<file path="src/sv/btp_pkg.sv">
package btp_pkg;

    localparam int MAX_WIDTH  = 1024;
    localparam int MAX_HEIGHT = 1024;
    localparam int PIX_W      = 8;
    localparam int COORD_W    = $clog2(MAX_WIDTH);
    localparam int ROW_W      = $clog2(MAX_HEIGHT);
    localparam int DIM_W      = 11;
    localparam int MIN_DIM    = 3;
    localparam int LINE_AW    = $clog2(MAX_WIDTH);
    localparam int FIFO_DEPTH = 8;
    localparam int FIFO_AW    = $clog2(FIFO_DEPTH);
    localparam int FIFO_LW    = FIFO_AW + 1;
    localparam int TDATA_W    = ((PIX_W + COORD_W + ROW_W + 7) / 8) * 8;

    localparam logic [PIX_W-1:0] PIX_ONE  = 8'd255;
    localparam logic [PIX_W-1:0] PIX_ZERO = 8'd0;

    typedef enum logic [0:0] {
        CFG_IMAGE_WIDTH  = 1'b0,
        CFG_IMAGE_HEIGHT = 1'b1
    } t_cfg_idx;

    typedef struct packed {
        logic [PIX_W-1:0]   pixel;
        logic [COORD_W-1:0] col;
        logic [ROW_W-1:0]   row;
        logic               last;
        logic               changed;
    } t_res;

    typedef struct packed {
        logic               valid;
        logic [PIX_W-1:0]   px;
        logic [COORD_W-1:0] col;
        logic [ROW_W-1:0]   row;
        logic               interior;
        logic               border;
        logic               last;
        logic               frame_end;
    } t_s1;

endpackage

</file>
<file path="src/sv/btp_out_fifo.sv">
module btp_out_fifo
    import btp_pkg::*;
(
    input  logic               i_clk,
    input  logic               i_rst_n,
    input  logic [1:0]         i_wr_cnt,
    input  t_res               i_wr_a,
    input  t_res               i_wr_b,
    output logic               o_valid,
    input  logic               i_ready,
    output t_res               o_data,
    output logic [FIFO_LW-1:0] o_level
);

    t_res               r_mem [FIFO_DEPTH];
    logic [FIFO_AW-1:0] r_wp;
    logic [FIFO_AW-1:0] r_rp;
    logic [FIFO_LW-1:0] r_level;
    logic [FIFO_AW-1:0] n_wp;
    logic [FIFO_AW-1:0] n_rp;
    logic [FIFO_LW-1:0] n_level;
    logic               pop;

    assign o_valid = (r_level != '0);
    assign o_data  = r_mem[r_rp];
    assign o_level = r_level;
    assign pop     = o_valid && i_ready;

    always_comb begin
        n_wp    = r_wp + FIFO_AW'(i_wr_cnt);
        n_rp    = r_rp + FIFO_AW'(pop);
        n_level = r_level + FIFO_LW'(i_wr_cnt) - FIFO_LW'(pop);
    end

    always_ff @(posedge i_clk) begin
        if (i_wr_cnt != 2'd0)
            r_mem[r_wp] <= i_wr_a;
        if (i_wr_cnt == 2'd2)
            r_mem[r_wp + FIFO_AW'(1)] <= i_wr_b;
    end

    always_ff @(posedge i_clk) begin
        if (!i_rst_n) begin
            r_wp    <= '0;
            r_rp    <= '0;
            r_level <= '0;
        end else begin
            r_wp    <= n_wp;
            r_rp    <= n_rp;
            r_level <= n_level;
        end
    end

endmodule

</file>
<file path="config.mk">
export PLATFORM = sky130hd
export DESIGN_NAME = btp_out_fifo
export DESIGN_NICKNAME = d
export VERILOG_FILES = /design/src/sv/btp_pkg.sv /design/src/sv/btp_out_fifo.sv
export SDC_FILE = /design/constraint.sdc
export NUM_CORES = 1
export LEC_CHECK = 0
export BUFFER_PORTS_ARGS = -buffer_cell sky130_fd_sc_hd__buf_2
export CORE_ASPECT_RATIO = 0.5
export CORE_UTILIZATION = 45
export CTS_CLUSTER_SIZE = 10
export DETAILED_ROUTE_END_ITERATION = 8
export HOLD_SLACK_MARGIN = 0.15
export PLACE_DENSITY = 0.61
export SLEW_MARGIN = 25
export SYNTH_ARGS = -nofsm -noshare
export SYNTH_HDL_FRONTEND = slang
export SYNTH_SLANG_ARGS = --single-unit
</file>
<file path="constraint.sdc">
create_clock -name i_clk -period 3.5 [get_ports i_clk]
set_clock_uncertainty 0.1 [all_clocks]
set_input_delay 0.175 -clock i_clk [delete_from_list [all_inputs] [get_ports i_clk]]
set_output_delay 0.175 -clock i_clk [all_outputs]
set_load 0.02 [all_outputs]
</file>
## Word level (Yosys, flattened, before mapping)

Memory sizes are Yosys's and may differ from the RTL's. A register that Yosys moved wholly into a read port is not among the register bits.
Cells that the tools add are included.

- Bits in writable memories: 240
- Memories kept: 1
- Bits in registers: 10

Memory list:

| memory | words | width | read ports | clocked after memory_dff | wr ports | line | RTL |
|---|---|---|---|---|---|---|---|
| r_mem | 8 | 30 | 1 | 1 | 2 | btp_out_fifo.sv:15 | `t_res r_mem [FIFO_DEPTH];` |

- Multiplexer cells: 5
- Reductions and logical operators: 3
- Eq/ne operators: 1
- Add/sub/neg operators: 5

Operators by type and width:

| operator | count |
|---|---|
| 4-bit by 2-bit adder with 4-bit output | 1 |
| 1-bit 2-to-1 mux | 4 |
| 4-bit nonzero test | 1 |
| 4-bit by 1-bit subtractor with 4-bit output | 1 |
| 3-bit by 1-bit adder with 3-bit output | 1 |
| 3-bit by 1-bit adder with 3-bit output (second input constant) | 1 |
| 3-bit by 2-bit adder with 3-bit output | 1 |
| 3-bit 2-to-1 mux | 1 |
| 2-bit == test (second input constant) | 1 |
| 2-bit nonzero test | 1 |
| 1-bit logical AND | 1 |

## Logic depth before layout (Yosys ltp)

- Word-level depth: 4
- Depth in mapped cells: 10
- Depth with buffers taken out: 10

## Worst setup path before layout

No wires, ideal clock.

- Kind: register -> register
- From: register r_wp[0]
- To: memory r_mem[1][0] in the netlist's numbering (enable)
- Required time: 2.937 ns
- Setup slack: 0.050 ns
- Arrival time: 2.887 ns
- Cell stages (with the launch flop): 3
- Period minus slack after synthesis: 3.450 ns
- Setup time: 0.463 ns
- Path through: dfxtp_1 o21ai_0 o31ai_1

RTL lines:

| element | line | RTL |
|---|---|---|
| start: declaration | btp_out_fifo.sv:16 | `logic [FIFO_AW-1:0] r_wp;` |
| start signal: assignment | btp_out_fifo.sv:48 | `r_wp <= n_wp;` |
| end: declaration | btp_out_fifo.sv:15 |  |

==> qor.yml <==
drt:
  vias: 7291
  antenna_left: 0
  drt-total-wl_mm: 31.2
  drt_iter0_markers: 512
  wl_per_cell_um: 24.2
  drc_errors: 0
  viasPerCell: 5.66
  first_pass_iters: 4
worst_setup_path:
  max_stage_delay_ns: 0.56
  crit_type: "flop to flop"
  required_ns: 3.70
  crit_fanout: 22
  worst_r2r_endpoint: "r_mem[2][14]"
  cp_cell_sequence: "ha_1 -> nand4b_1 -> nor2_4 -> buf_12 -> mux2_2 -> dlygate4sd3_1"
  setup.worst_path.start: "r_wp[1]"
  r2r-start: "r_wp[1]"
  startpoint_type: "flop"
  slowest_stage: "dlygate4sd3_1"
  cp-endpoint: "r_mem[2][14]"
  cp.arrival_ns: 3.38
  worstRegToRegCells: 6
  setup.reg_to_reg.worst_slack_ns: 0.32
  endpoint_kind: "flop"
flow_run:
  cap_violations: 0
cts:
  clock-sinks: 250
  cts_buffers: 28
  clkTransAtPathRegs_ns: 0.06
  cts_root_buffer: "clkbuf_16"
  htreeDepth: 1
  clock_path_buffers: 3
  cts_tree: "built"
  clk_latency_ns: 0.55
  cts_resized: 0
sta:
  fin_crit_sh_pct: 90.9
  slew_headroom_pct: 35.4
  finalCriticalPeriod_ns: 3.18
  hold-worst-slack_ns: 0.445
  setup_slack_ns: 0.320
  drv_slew: 0
  setup_tns_ns: 0
  fmaxAchievable_mhz: 314
  hold_violations: 0
  rsz0062_at_grt: "false"
  worst_pin_slew_ns: 0.965
  finalSetupViolCount: 0
pwr:
  powerDensity_nw_per_um2: 537
  peakVddDrop_v: 0.000428
  finalPower_mw: 8.29
  p_leak_nw: 5.27
synthesis:
  synth.top_cell.area_share_pct: 57.2
  synth_cell_types: 35
  ys_ff_latch: 250
  synth_area_leaders: "edfxtp_1 (57%), mux2_2 (23%), mux4_2 (11%)"
  yosysSeqAreaShare_pct: 58.8
  synth_top_cell_by_area: "edfxtp_1"
  yosys_warnings: 0
  synthCells: 695
  syn_area_per_cell_um2: 18.1
  synth_fp_nets: 770
  syn_area_um2: 12600
layout:
  drive_above_1_share_pct: 55.1
  syn2layout_area_growth_pct: 22.7
  stdcell_area_um2: 15400
  n_fill_cell: 2101
  num-nets-final: 978
  antennaDiodeCount: 0
grt:
  grtUsageTotal_pct: 22.4
  first_global_vias: 7720
  grt_max_degree: 35
  antenna_found_initial: 0
  grt_overflow_total: 0
  grt_pass1_wl_mm: 47.6
placed_design:
  dpl_cell_area_um2: 13700
  pre_cts_ws_ns: 0.873
  io_buffers: 99
  place_congestion: 0.800
  hpwlAfterDp_mm: 17.7
floorplan:
  start_util_pct: 46.7
  coreArea_um2: 27000
  die_area_um2: 28700
  num_io_pins: 100
  die_y_um: 120
  core.rowCount: 42
  die_x_um: 239
outcome:
  status: "finished clean"
hold_path:
  hold_class: "input pin to flop"
layout make-up:
type | instances | area, um^2 | area share [%]
flip-flops and latches | 250 | 7410 | 48.0
multi-input cells | 392 | 5010 | 32.5
repair buffers | 222 | 1750 | 11.3
clock buffers | 41 | 771 | 4.99
well taps | 374 | 468 | 3.03
inverters | 9 | 33.8 | 0.219
cells by family after synthesis:
logic type / synth area share (%)
adders and majority gates: 1.11
DFF: 58.8
xor gates and xnor gates: 0.467
and+or+nand+nor: 1.58
muxes: 35.1
AOI/OAI and AO/OA: 0.576
buffers and inverters: 2.33
worst max-delay path, delay by kind of cell, from the launching register on:
family,cells,cell delay [ns]
buffers and inverters,2,0.83
adders and majority gates,1,0.38
and+or+nand+nor,2,0.85
muxes,1,0.36
DFF,1,0.39
power breakdown:
group | internal (mW) | switching, mW
sequential | 3.61 | 0.148
clock | 1.49 | 1.14
combinational | 0.924 | 0.982
per-stage QoR:
step,utilization [%],instances
2_1_floorplan,-,695
3_3_place_gp,50.9,1152
3_5_place_dp,50.9,1152
4_1_cts,57.3,1287
5_1_grt,57.3,1288
6_report,57.3,1288
layer usage:
| layer | GRT usage (%) | wire, um | vias to the layer above |
|---|---|---|---|
| met4 | 3.89 | 397 | 0 |
| met1 | 33.2 | 14700 | 3853 |
| met2 | 35.8 | 14800 | 167 |
| li1 | - | - | 3241 |
| met3 | 2.92 | 1280 | 30 |
| met5 | 0 | 0 | - |
worst min-delay path by stage:
stage,startpoint,endpoint,slack [ns],cells after the start
after global placement,i_rst_n,r_rp[0],0.44,3
after detailed placement,i_rst_n,r_rp[0],0.44,3
final,i_rst_n,o_level[3],0.45,4
after floorplan,i_rst_n,r_rp[0],0.23,2
after global routing,i_rst_n,r_rp[2],0.47,3
after CTS,i_rst_n,o_level[3],0.42,4
registers in the layout, indices dropped and copies added (netlist names):
name,flops
r_mem,240
r_wp,3
o_level,4
r_rp,3
synth_stat cells:
cell and n:
nand2_1 8, buf_2 19, nand2b_1 3, inv_1 9
fa_1 2, xnor2_2 1, ha_1 8, nor2b_1 2
mux2_2 261, o31ai_1 2, xor2_1 1, xor2_2 1
nor4b_2 1, or2_2 1, o21ai_0 5, buf_4 7
mux4_2 60, mux2_1 9, buf_6 6, clkbuf_1 12
a21o_1 1, nor2_1 3, o21bai_1 1, and3_1 1
and4bb_2 2, and2_1 6, xnor2_1 2, nand4b_1 1
dfxtp_1 10, a21oi_1 1, edfxtp_1 240, o22ai_1 2
mux2i_1 3, nand2_2 3, or3b_2 1
what timing repair did:
action | 4_1_cts | 5_1_grt
endpoints found under the hold margin | 250 | 0
buffers inserted | 0 | 0
hold buffers | 94 | 0
placed cells by master, fill, tap and decap left out, types with 2 or more instances in the layout:
| master | netlist | routed |
|---|---|---|
| nand2_1 | 8 | 5 |
| buf_4 | 7 | 21 |
| edfxtp_1 | 240 | 240 |
| o22ai_4 | 0 | 2 |
| and2_1 | 6 | 6 |
| buf_12 | 0 | 7 |
| nor2b_1 | 2 | 2 |
| fa_1 | 2 | 2 |
| ha_1 | 8 | 8 |
| xnor2_1 | 2 | 2 |
| o21ai_4 | 0 | 4 |
| nor2_4 | 0 | 2 |
| mux2_2 | 261 | 261 |
| nand2_2 | 3 | 6 |
| mux2_1 | 9 | 9 |
| mux2i_1 | 3 | 3 |
| clkbuf_1 | 12 | 12 |
| and4bb_2 | 2 | 2 |
| inv_1 | 9 | 9 |
| buf_2 | 19 | 99 |
| clkbuf_16 | 0 | 29 |
| o31ai_4 | 0 | 2 |
| dfxtp_1 | 10 | 7 |
| nand2b_1 | 3 | 3 |
| dlygate4sd3_1 | 0 | 94 |
| dfxtp_2 | 0 | 2 |
| mux4_2 | 60 | 60 |
Power figures use the tool's default switching activity.
