===== config.mk =====
export PLATFORM = sky130hd
export DESIGN_NAME = btp_window
export DESIGN_NICKNAME = d
export VERILOG_FILES = /design/src/sv/btp_pkg.sv /design/src/sv/btp_window.sv
export SDC_FILE = /design/constraint.sdc
export NUM_CORES = 1
export LEC_CHECK = 0
export ABC_AREA = 1
export BUFFER_PORTS_ARGS = -buffer_cell sky130_fd_sc_hd__buf_2
export CAP_MARGIN = 20
export CORE_MARGIN = 4
export CORE_UTILIZATION = 63
export CTS_BUF_LIST = sky130_fd_sc_hd__clkbuf_2 sky130_fd_sc_hd__clkbuf_4 sky130_fd_sc_hd__clkbuf_8
export DETAILED_ROUTE_END_ITERATION = 12
export PLACE_DENSITY = 0.87
export RECOVER_POWER = 50
export SYNTH_ARGS = -nofsm -noshare
export SYNTH_HDL_FRONTEND = slang
export SYNTH_SLANG_ARGS = --single-unit

===== constraint.sdc =====
create_clock -name i_clk -period 7.8 [get_ports i_clk]
set_clock_uncertainty 0.05 [all_clocks]
set_input_delay 0 -clock i_clk [delete_from_list [all_inputs] [get_ports i_clk]]
set_output_delay 0 -clock i_clk [all_outputs]
set_load 0.005 [all_outputs]

===== src/sv/btp_pkg.sv =====
package btp_pkg;

    localparam int MAX_WIDTH  = 1024;
    localparam int MAX_HEIGHT = 1024;
    localparam int PIX_W      = 8;
    localparam int COORD_W    = $clog2(MAX_WIDTH);
    localparam int ROW_W      = $clog2(MAX_HEIGHT);
    localparam int DIM_W      = 11;
    localparam int MIN_DIM    = 3;
    localparam int LINE_AW    = $clog2(MAX_WIDTH);
    localparam int FIFO_DEPTH = 8;
    localparam int FIFO_AW    = $clog2(FIFO_DEPTH);
    localparam int FIFO_LW    = FIFO_AW + 1;
    localparam int TDATA_W    = ((PIX_W + COORD_W + ROW_W + 7) / 8) * 8;

    localparam logic [PIX_W-1:0] PIX_ONE  = 8'd255;
    localparam logic [PIX_W-1:0] PIX_ZERO = 8'd0;

    typedef enum logic [0:0] {
        CFG_IMAGE_WIDTH  = 1'b0,
        CFG_IMAGE_HEIGHT = 1'b1
    } t_cfg_idx;

    typedef struct packed {
        logic [PIX_W-1:0]   pixel;
        logic [COORD_W-1:0] col;
        logic [ROW_W-1:0]   row;
        logic               last;
        logic               changed;
    } t_res;

    typedef struct packed {
        logic               valid;
        logic [PIX_W-1:0]   px;
        logic [COORD_W-1:0] col;
        logic [ROW_W-1:0]   row;
        logic               interior;
        logic               border;
        logic               last;
        logic               frame_end;
    } t_s1;

endpackage


===== src/sv/btp_window.sv =====
module btp_window
    import btp_pkg::*;
(
    input  logic             i_clk,
    input  logic             i_rst_n,
    input  logic             i_shift,
    input  logic [PIX_W-1:0] i_top,
    input  logic [PIX_W-1:0] i_mid,
    input  logic [PIX_W-1:0] i_px,
    output logic [PIX_W-1:0] o_center,
    output logic             o_removable
);

    // templates, bit index y*3+x, care = entry is not don't-care
    localparam logic [8:0] T0_CARE = 9'b111010111;
    localparam logic [8:0] T0_ONE  = 9'b111010000;
    localparam logic [8:0] T1_CARE = 9'b010111110;
    localparam logic [8:0] T1_ONE  = 9'b010011000;
    localparam logic [3:0] MIN_ONES = 4'd3;

    logic [PIX_W-1:0] r_win [3][3];
    logic [PIX_W-1:0] n_win [3][3];
    logic [8:0]       is_one;
    logic [8:0]       is_zero;
    logic [3:0]       ones;
    logic             hit;

    always_comb begin
        for (int y = 0; y < 3; y++) begin
            n_win[y][0] = r_win[y][1];
            n_win[y][1] = r_win[y][2];
        end
        n_win[0][2] = i_top;
        n_win[1][2] = i_mid;
        n_win[2][2] = i_px;
    end

    always_comb begin
        for (int y = 0; y < 3; y++) begin
            for (int x = 0; x < 3; x++) begin
                is_one[y*3+x]  = (n_win[y][x] == PIX_ONE);
                is_zero[y*3+x] = (n_win[y][x] == PIX_ZERO);
            end
        end
        ones = 4'($countones(is_one));
    end

    always_comb begin
        logic ok;
        int   ty;
        int   tx;
        int   ti;
        hit = 1'b0;
        for (int rot = 0; rot < 4; rot++) begin
            for (int t = 0; t < 2; t++) begin
                ok = 1'b1;
                for (int y = 0; y < 3; y++) begin
                    for (int x = 0; x < 3; x++) begin
                        unique case (rot)
                            1: begin ty = x;     tx = 2 - y; end
                            2: begin ty = 2 - y; tx = 2 - x; end
                            3: begin ty = 2 - x; tx = y;     end
                            default: begin ty = y; tx = x; end
                        endcase
                        ti = ty * 3 + tx;
                        if (t == 0) begin
                            if (T0_CARE[ti])
                                ok = ok & (T0_ONE[ti] ? is_one[y*3+x] : is_zero[y*3+x]);
                        end else begin
                            if (T1_CARE[ti])
                                ok = ok & (T1_ONE[ti] ? is_one[y*3+x] : is_zero[y*3+x]);
                        end
                    end
                end
                hit = hit | ok;
            end
        end
    end

    assign o_center    = n_win[1][1];
    assign o_removable = (n_win[1][1] != PIX_ZERO) && (ones >= MIN_ONES) && hit;

    always_ff @(posedge i_clk) begin
        if (!i_rst_n) begin
            for (int y = 0; y < 3; y++)
                for (int x = 0; x < 3; x++)
                    r_win[y][x] <= PIX_ZERO;
        end else if (i_shift) begin
            r_win <= n_win;
        end
    end

endmodule


---- After elaboration in Yosys (flattened, before gate mapping) ----
Cells that the tools add are included.
Widths: inputs -> output; s select.
storage, ports and cells
  flip-flop bits (word level) ............. 48
  bits of input ports ..................... 27
  output and inout port bits .............. 9
  word-level logic and storage cells ...... 85
cells by class
  add/sub/neg operators ................... 8
  $lt $le $gt $ge ......................... 1
  equal/unequal tests ..................... 9
  bitwise operators ....................... 50
  reduce and logical (&&, ||, !) cells .... 11
operators with widths
  cell                number
  $eq 8x8->1 const B  9
  $logic_not 8->1     8
  $and 1x1->1         43
  $add 1x1->2         4
  $reduce_bool 8->1   1
  $or 1x1->1          7
  $add 2x2->3         2
  $add 3x3->4         1
  $add 4x1->4         1
  $ge 4x2->1 const B  1
  $logic_and 1x1->1   2

---- Longest topological paths before layout ----
  word-level depth ........................ 15
  gate-level depth with buffers ........... 16
  gate-level depth less buffers ........... 16

---- Worst setup path after synthesis ----
No wires, ideal clock.
  path kind ............................... register to output
  from .................................... reg r_win, in the netlist n_win[65]
  to ...................................... out o_removable
  arrival ................................. 3,492 ps
  required time ........................... 7,750 ps
  setup slack ............................. 4,258 ps
  cell stages (with the launch flop) ...... 14
  path buffers ............................ 0
  cell sequence ........................... dfxtp_1 -> nand4_1 -> nor2_1 -> inv_1 -> fa_1 -> fa_1 -> fa_1 -> inv_1 -> fa_1 -> inv_1 -> fa_1 -> o21ai_0 -> o21ai_0 -> a21oi_2
on the way
  longest elaborated chain between the ends .. 15
  elaborated cells on any way between the ends .. 44
  those cells by class .................... 4 x add/sub; 1 x order compare; 1 x eq/ne; 35 x bitwise; 3 x reduce/logical
ends and longest elaborated chain
  what                                                  RTL line          RTL
  start, declared                                       btp_window.sv:21  logic [PIX_W-1:0] r_win [3][3];
  start signal, assigned                                btp_window.sv:89  r_win <= n_win;
  branches (longest 14 deep; another with $add 3x3->4)  --
  $logic_and 1x1->1 *                                   btp_window.sv:81  assign o_removable = (n_win[1][1] != PIX_ZERO) && (ones >= MIN_ONES) && hit;
  end, declared                                         btp_window.sv:11  output logic o_removable
Mark *: on every way between the ends.

---- Worst setup path in the final report ----
Same ends and word-level chain as after synthesis.

==> impl_summary.log <==
[metrics] result of the run: finished, violations left
[metrics] failing checks: max-capacitance violations, max-slew violations
[metrics] DRC Markers: 0
[metrics] Syn Std Cell Area: 2490 um2
[metrics] number of instances in the placed design: 434
[metrics] clock transition at the registers of the reported paths: 0.09 ns
[metrics] Clock Root Buffer: clkbuf_8
[metrics] worst-case clock buffer depth: 2
[metrics] final worst-path setup slack: 3.61 ns
[metrics] prevailing post-synth register cell: dfxtp_1
[metrics] number of pins with negative max-slew slack in the final report: 99
[metrics] power per cell area: 198 nW/um2
[metrics] initial antenna violation count: 0
[metrics] setup TNS after final layout: 0 ns
[metrics] Clk Latency, worst-skew pair: 0.31 ns
[metrics] Setup crit end kind: output port
[metrics] gate count after technology mapping: 373
[metrics] starting utilization of the core area: 0.665
[metrics] number of hold violations in the final report: 0
[metrics] GR Util All Layers: 0.266
[metrics] synth top area cells: dfxtp_1 39%, nor2_1 15%, o21ai_0 9.4%, nand2_1 8.0%, inv_1 5.7%
[metrics] gpl congestion: 0.829
[metrics] n_diodes: 0
[metrics] post-detailed-route via-to-cell ratio: 5.44
[metrics] Post-Place Worst Slack: 3.94 ns
[metrics] min Tclk post-route: 4.19 ns
[metrics] TritonCTS clock tree: yes
[metrics] number of nets in the finished design: 452
[metrics] io pins: 36
[metrics] path type of the worst setup path: reg -> out
[metrics] depth of the CTS H-tree: 2
[metrics] share of the yosys chip area belonging to registers: 0.386
[metrics] normalized max-slew margin: -0.269
[metrics] total of buffers placed on input and output ports: 35
[metrics] post-synthesis net count: 408
[metrics] number of fill cells in the layout: 278
[metrics] Non-Filler Instances: 466
[metrics] Worst Setup Start Kind: flip-flop
[metrics] Data required, critical path: 7.75 ns
[metrics] Die Height: 70.9 um
[metrics] Data arrival, critical path: 4.14 ns
[metrics] count of yosys warnings during synthesis: 0
[metrics] number of clock buffers inserted by TritonCTS: 5
[metrics] total chip power: 594 uW
[metrics] FF+latch count, synth: 48
[metrics] detailed-router iteration count before antenna repair: 6
[metrics] core outline area: 3740 um2
[metrics] largest net degree at the start of global routing: 54
[metrics] final routed wire length divided by cell count: 13.4 um
[metrics] die footprint: 5020 um2
[metrics] wire length of the first global-routing pass: 10800 um
[metrics] maximum capacitance violations: 2
[metrics] fraction of layout instances using a drive strength above 1: 0.115
[metrics] total setup violations reported at the end of the flow: 0
[metrics] IR drop worst, VDD: 166 uV
[metrics] initial DRC count: 182
[metrics] GRT Residual Overflow: 0
[metrics] clock sinks: 48
[metrics] unrepaired setup endpoints after global routing: no
[metrics] distinct cell type count of the synthesized netlist: 25
[metrics] cell type with the largest total area after synthesis: dfxtp_1
[metrics] Avg Inst Size Synth: 6.68 um2
[metrics] share of the cycle needed by the critical path after routing: 0.537
[metrics] number of enable flip-flop cells after synthesis: 0
[metrics] DIE WIDTH: 70.9 um
[metrics] vias in the first global route: 2498
[metrics] share of synthesized registers carrying an async set or reset: 0
[metrics] quantity of gates resized following cts: 0
[metrics] detailed-placement wirelength estimate: 3910 um
[metrics] Post-DRT Antenna Nets: 0
[metrics] Leakage: 0.00132 uW
[metrics] peak clock frequency supported by timing: 239 MHz
[metrics] kind of path behind the tightest hold check: in -> reg
[metrics] routed vias: 2535
[metrics] critical path peak fanout: 3
[metrics] Worst Max-Slew Pin Slew: 1.90 ns
[metrics] number of cell rows: 22
[metrics] Yosys top cell area share: 0.386
[metrics] P&R area growth vs syn: 20.6%
[metrics] total detailed-routing wirelength: 6250 um
## cells by family (layout without fill, tap and decap cells)
family / Yosys count / count (layout) / synth area share
buffers and inverters: 63 / 108 / 0.109
DFF: 48 / 48 / 0.386
adders and majority gates: 8 / 8 / 0.0553
and+or+nand+nor: 181 / 181 / 0.301
AOI/OAI and AO/OA: 73 / 73 / 0.149
## cells in the mapped netlist, types with 3 or more instances
library cell and n:
a21oi_1 21, buf_4 8, clkbuf_1 12, dfxtp_1 48
fa_1 5, ha_1 3, inv_1 38, nand2_1 53
nand3_1 7, nand4_1 9, nor2_1 98, nor2_2 4
nor4_1 4, o21ai_0 47, o21ai_1 3
## layout make-up
class / instances / area (um2) / area share
clock inverter: 3 / 90.1 / 0.0300
timing repair buffer: 60 / 414 / 0.138
clock buffer: 5 / 68.8 / 0.0229
tap: 48 / 60.1 / 0.0200
sequential: 48 / 961 / 0.320
inverter: 40 / 150 / 0.0500
multi-input combinational: 262 / 1260 / 0.419
## metal layers
metal  track usage  wire (um)
met1         0.322       2590
met2         0.432       2970
met3        0.0696        422
met4         0.142        259
met5             0          0
## per-stage QoR
stage / utilization / area, um2 / hold slack [ns]
after detailed placement: 0.698 / 2610 / 0.212
after floorplan: - / 2490 / 0.0849
after CTS: 0.804 / 3010 / 0.225
after global routing: 0.802 / 3000 / 0.269
final: 0.802 / 3000 / 0.230
after global placement: 0.698 / 2610 / 0.204
## power by group
part           leakage, uW  total, uW  internal, uW  switching, uW
clock            0.0000784        248           160           87.4
sequential        0.000398        276           262           13.9
combinational     0.000844       71.0          30.9           40.2
total              0.00132        594           453            141
## timing repair
action | in CTS | in global routing
hold buffers | 24 | 0
hold endpoints to repair | 24 | 0
setup buffers | 0 | 0
## state kept, by name (all words and copies together), names as in the netlist
| signal | flops |
|---|---|
| n_win | 40 |
| o_center | 8 |
## critical path: stages (launching register included)
cell and delay [ns]:
dfxtp_1 0.36, nand4_1 0.10, nor2_1 0.21, inv_1 0.10
fa_1 0.53, fa_1 0.52, fa_1 0.55, inv_1 0.06
fa_1 0.43, inv_1 0.08, fa_1 0.40, o21ai_0 0.16
o21ai_0 0.12, a21oi_2 0.11, buf_2 0.11
## worst paths after layout
path              startpoint           to  slack [ns]  cells past startpoint
hold / removal       i_rst_n  o_center[4]        0.23                      3
setup reg to reg   n_win[15]    n_win[15]        6.93                      2
setup / recovery   n_win[65]  o_removable        3.61                     14
hold reg to reg    n_win[47]    n_win[47]        0.43                      2
## cell usage in the layout, fill, tap and decap left out
cell type,instances
nand3b_1,2
ha_1,3
clkbuf_1,4
nor4_1,4
nand2_2,2
buf_2,31
nor3_1,1
dlygate4sd3_1,24
nor2_2,4
nand4_1,9
inv_1,38
nand3_2,1
buf_1,1
o21ai_0,47
nor2_1,98
a31oi_1,1
inv_2,1
bufinv_16,3
a21oi_2,1
clkbuf_8,5
nand2_1,53
o21ai_1,3
clkinv_1,1
a21oi_1,21
dfxtp_1,48
nand3_1,7
fa_1,5
No activity file was read; power rests on OpenSTA's default activity.
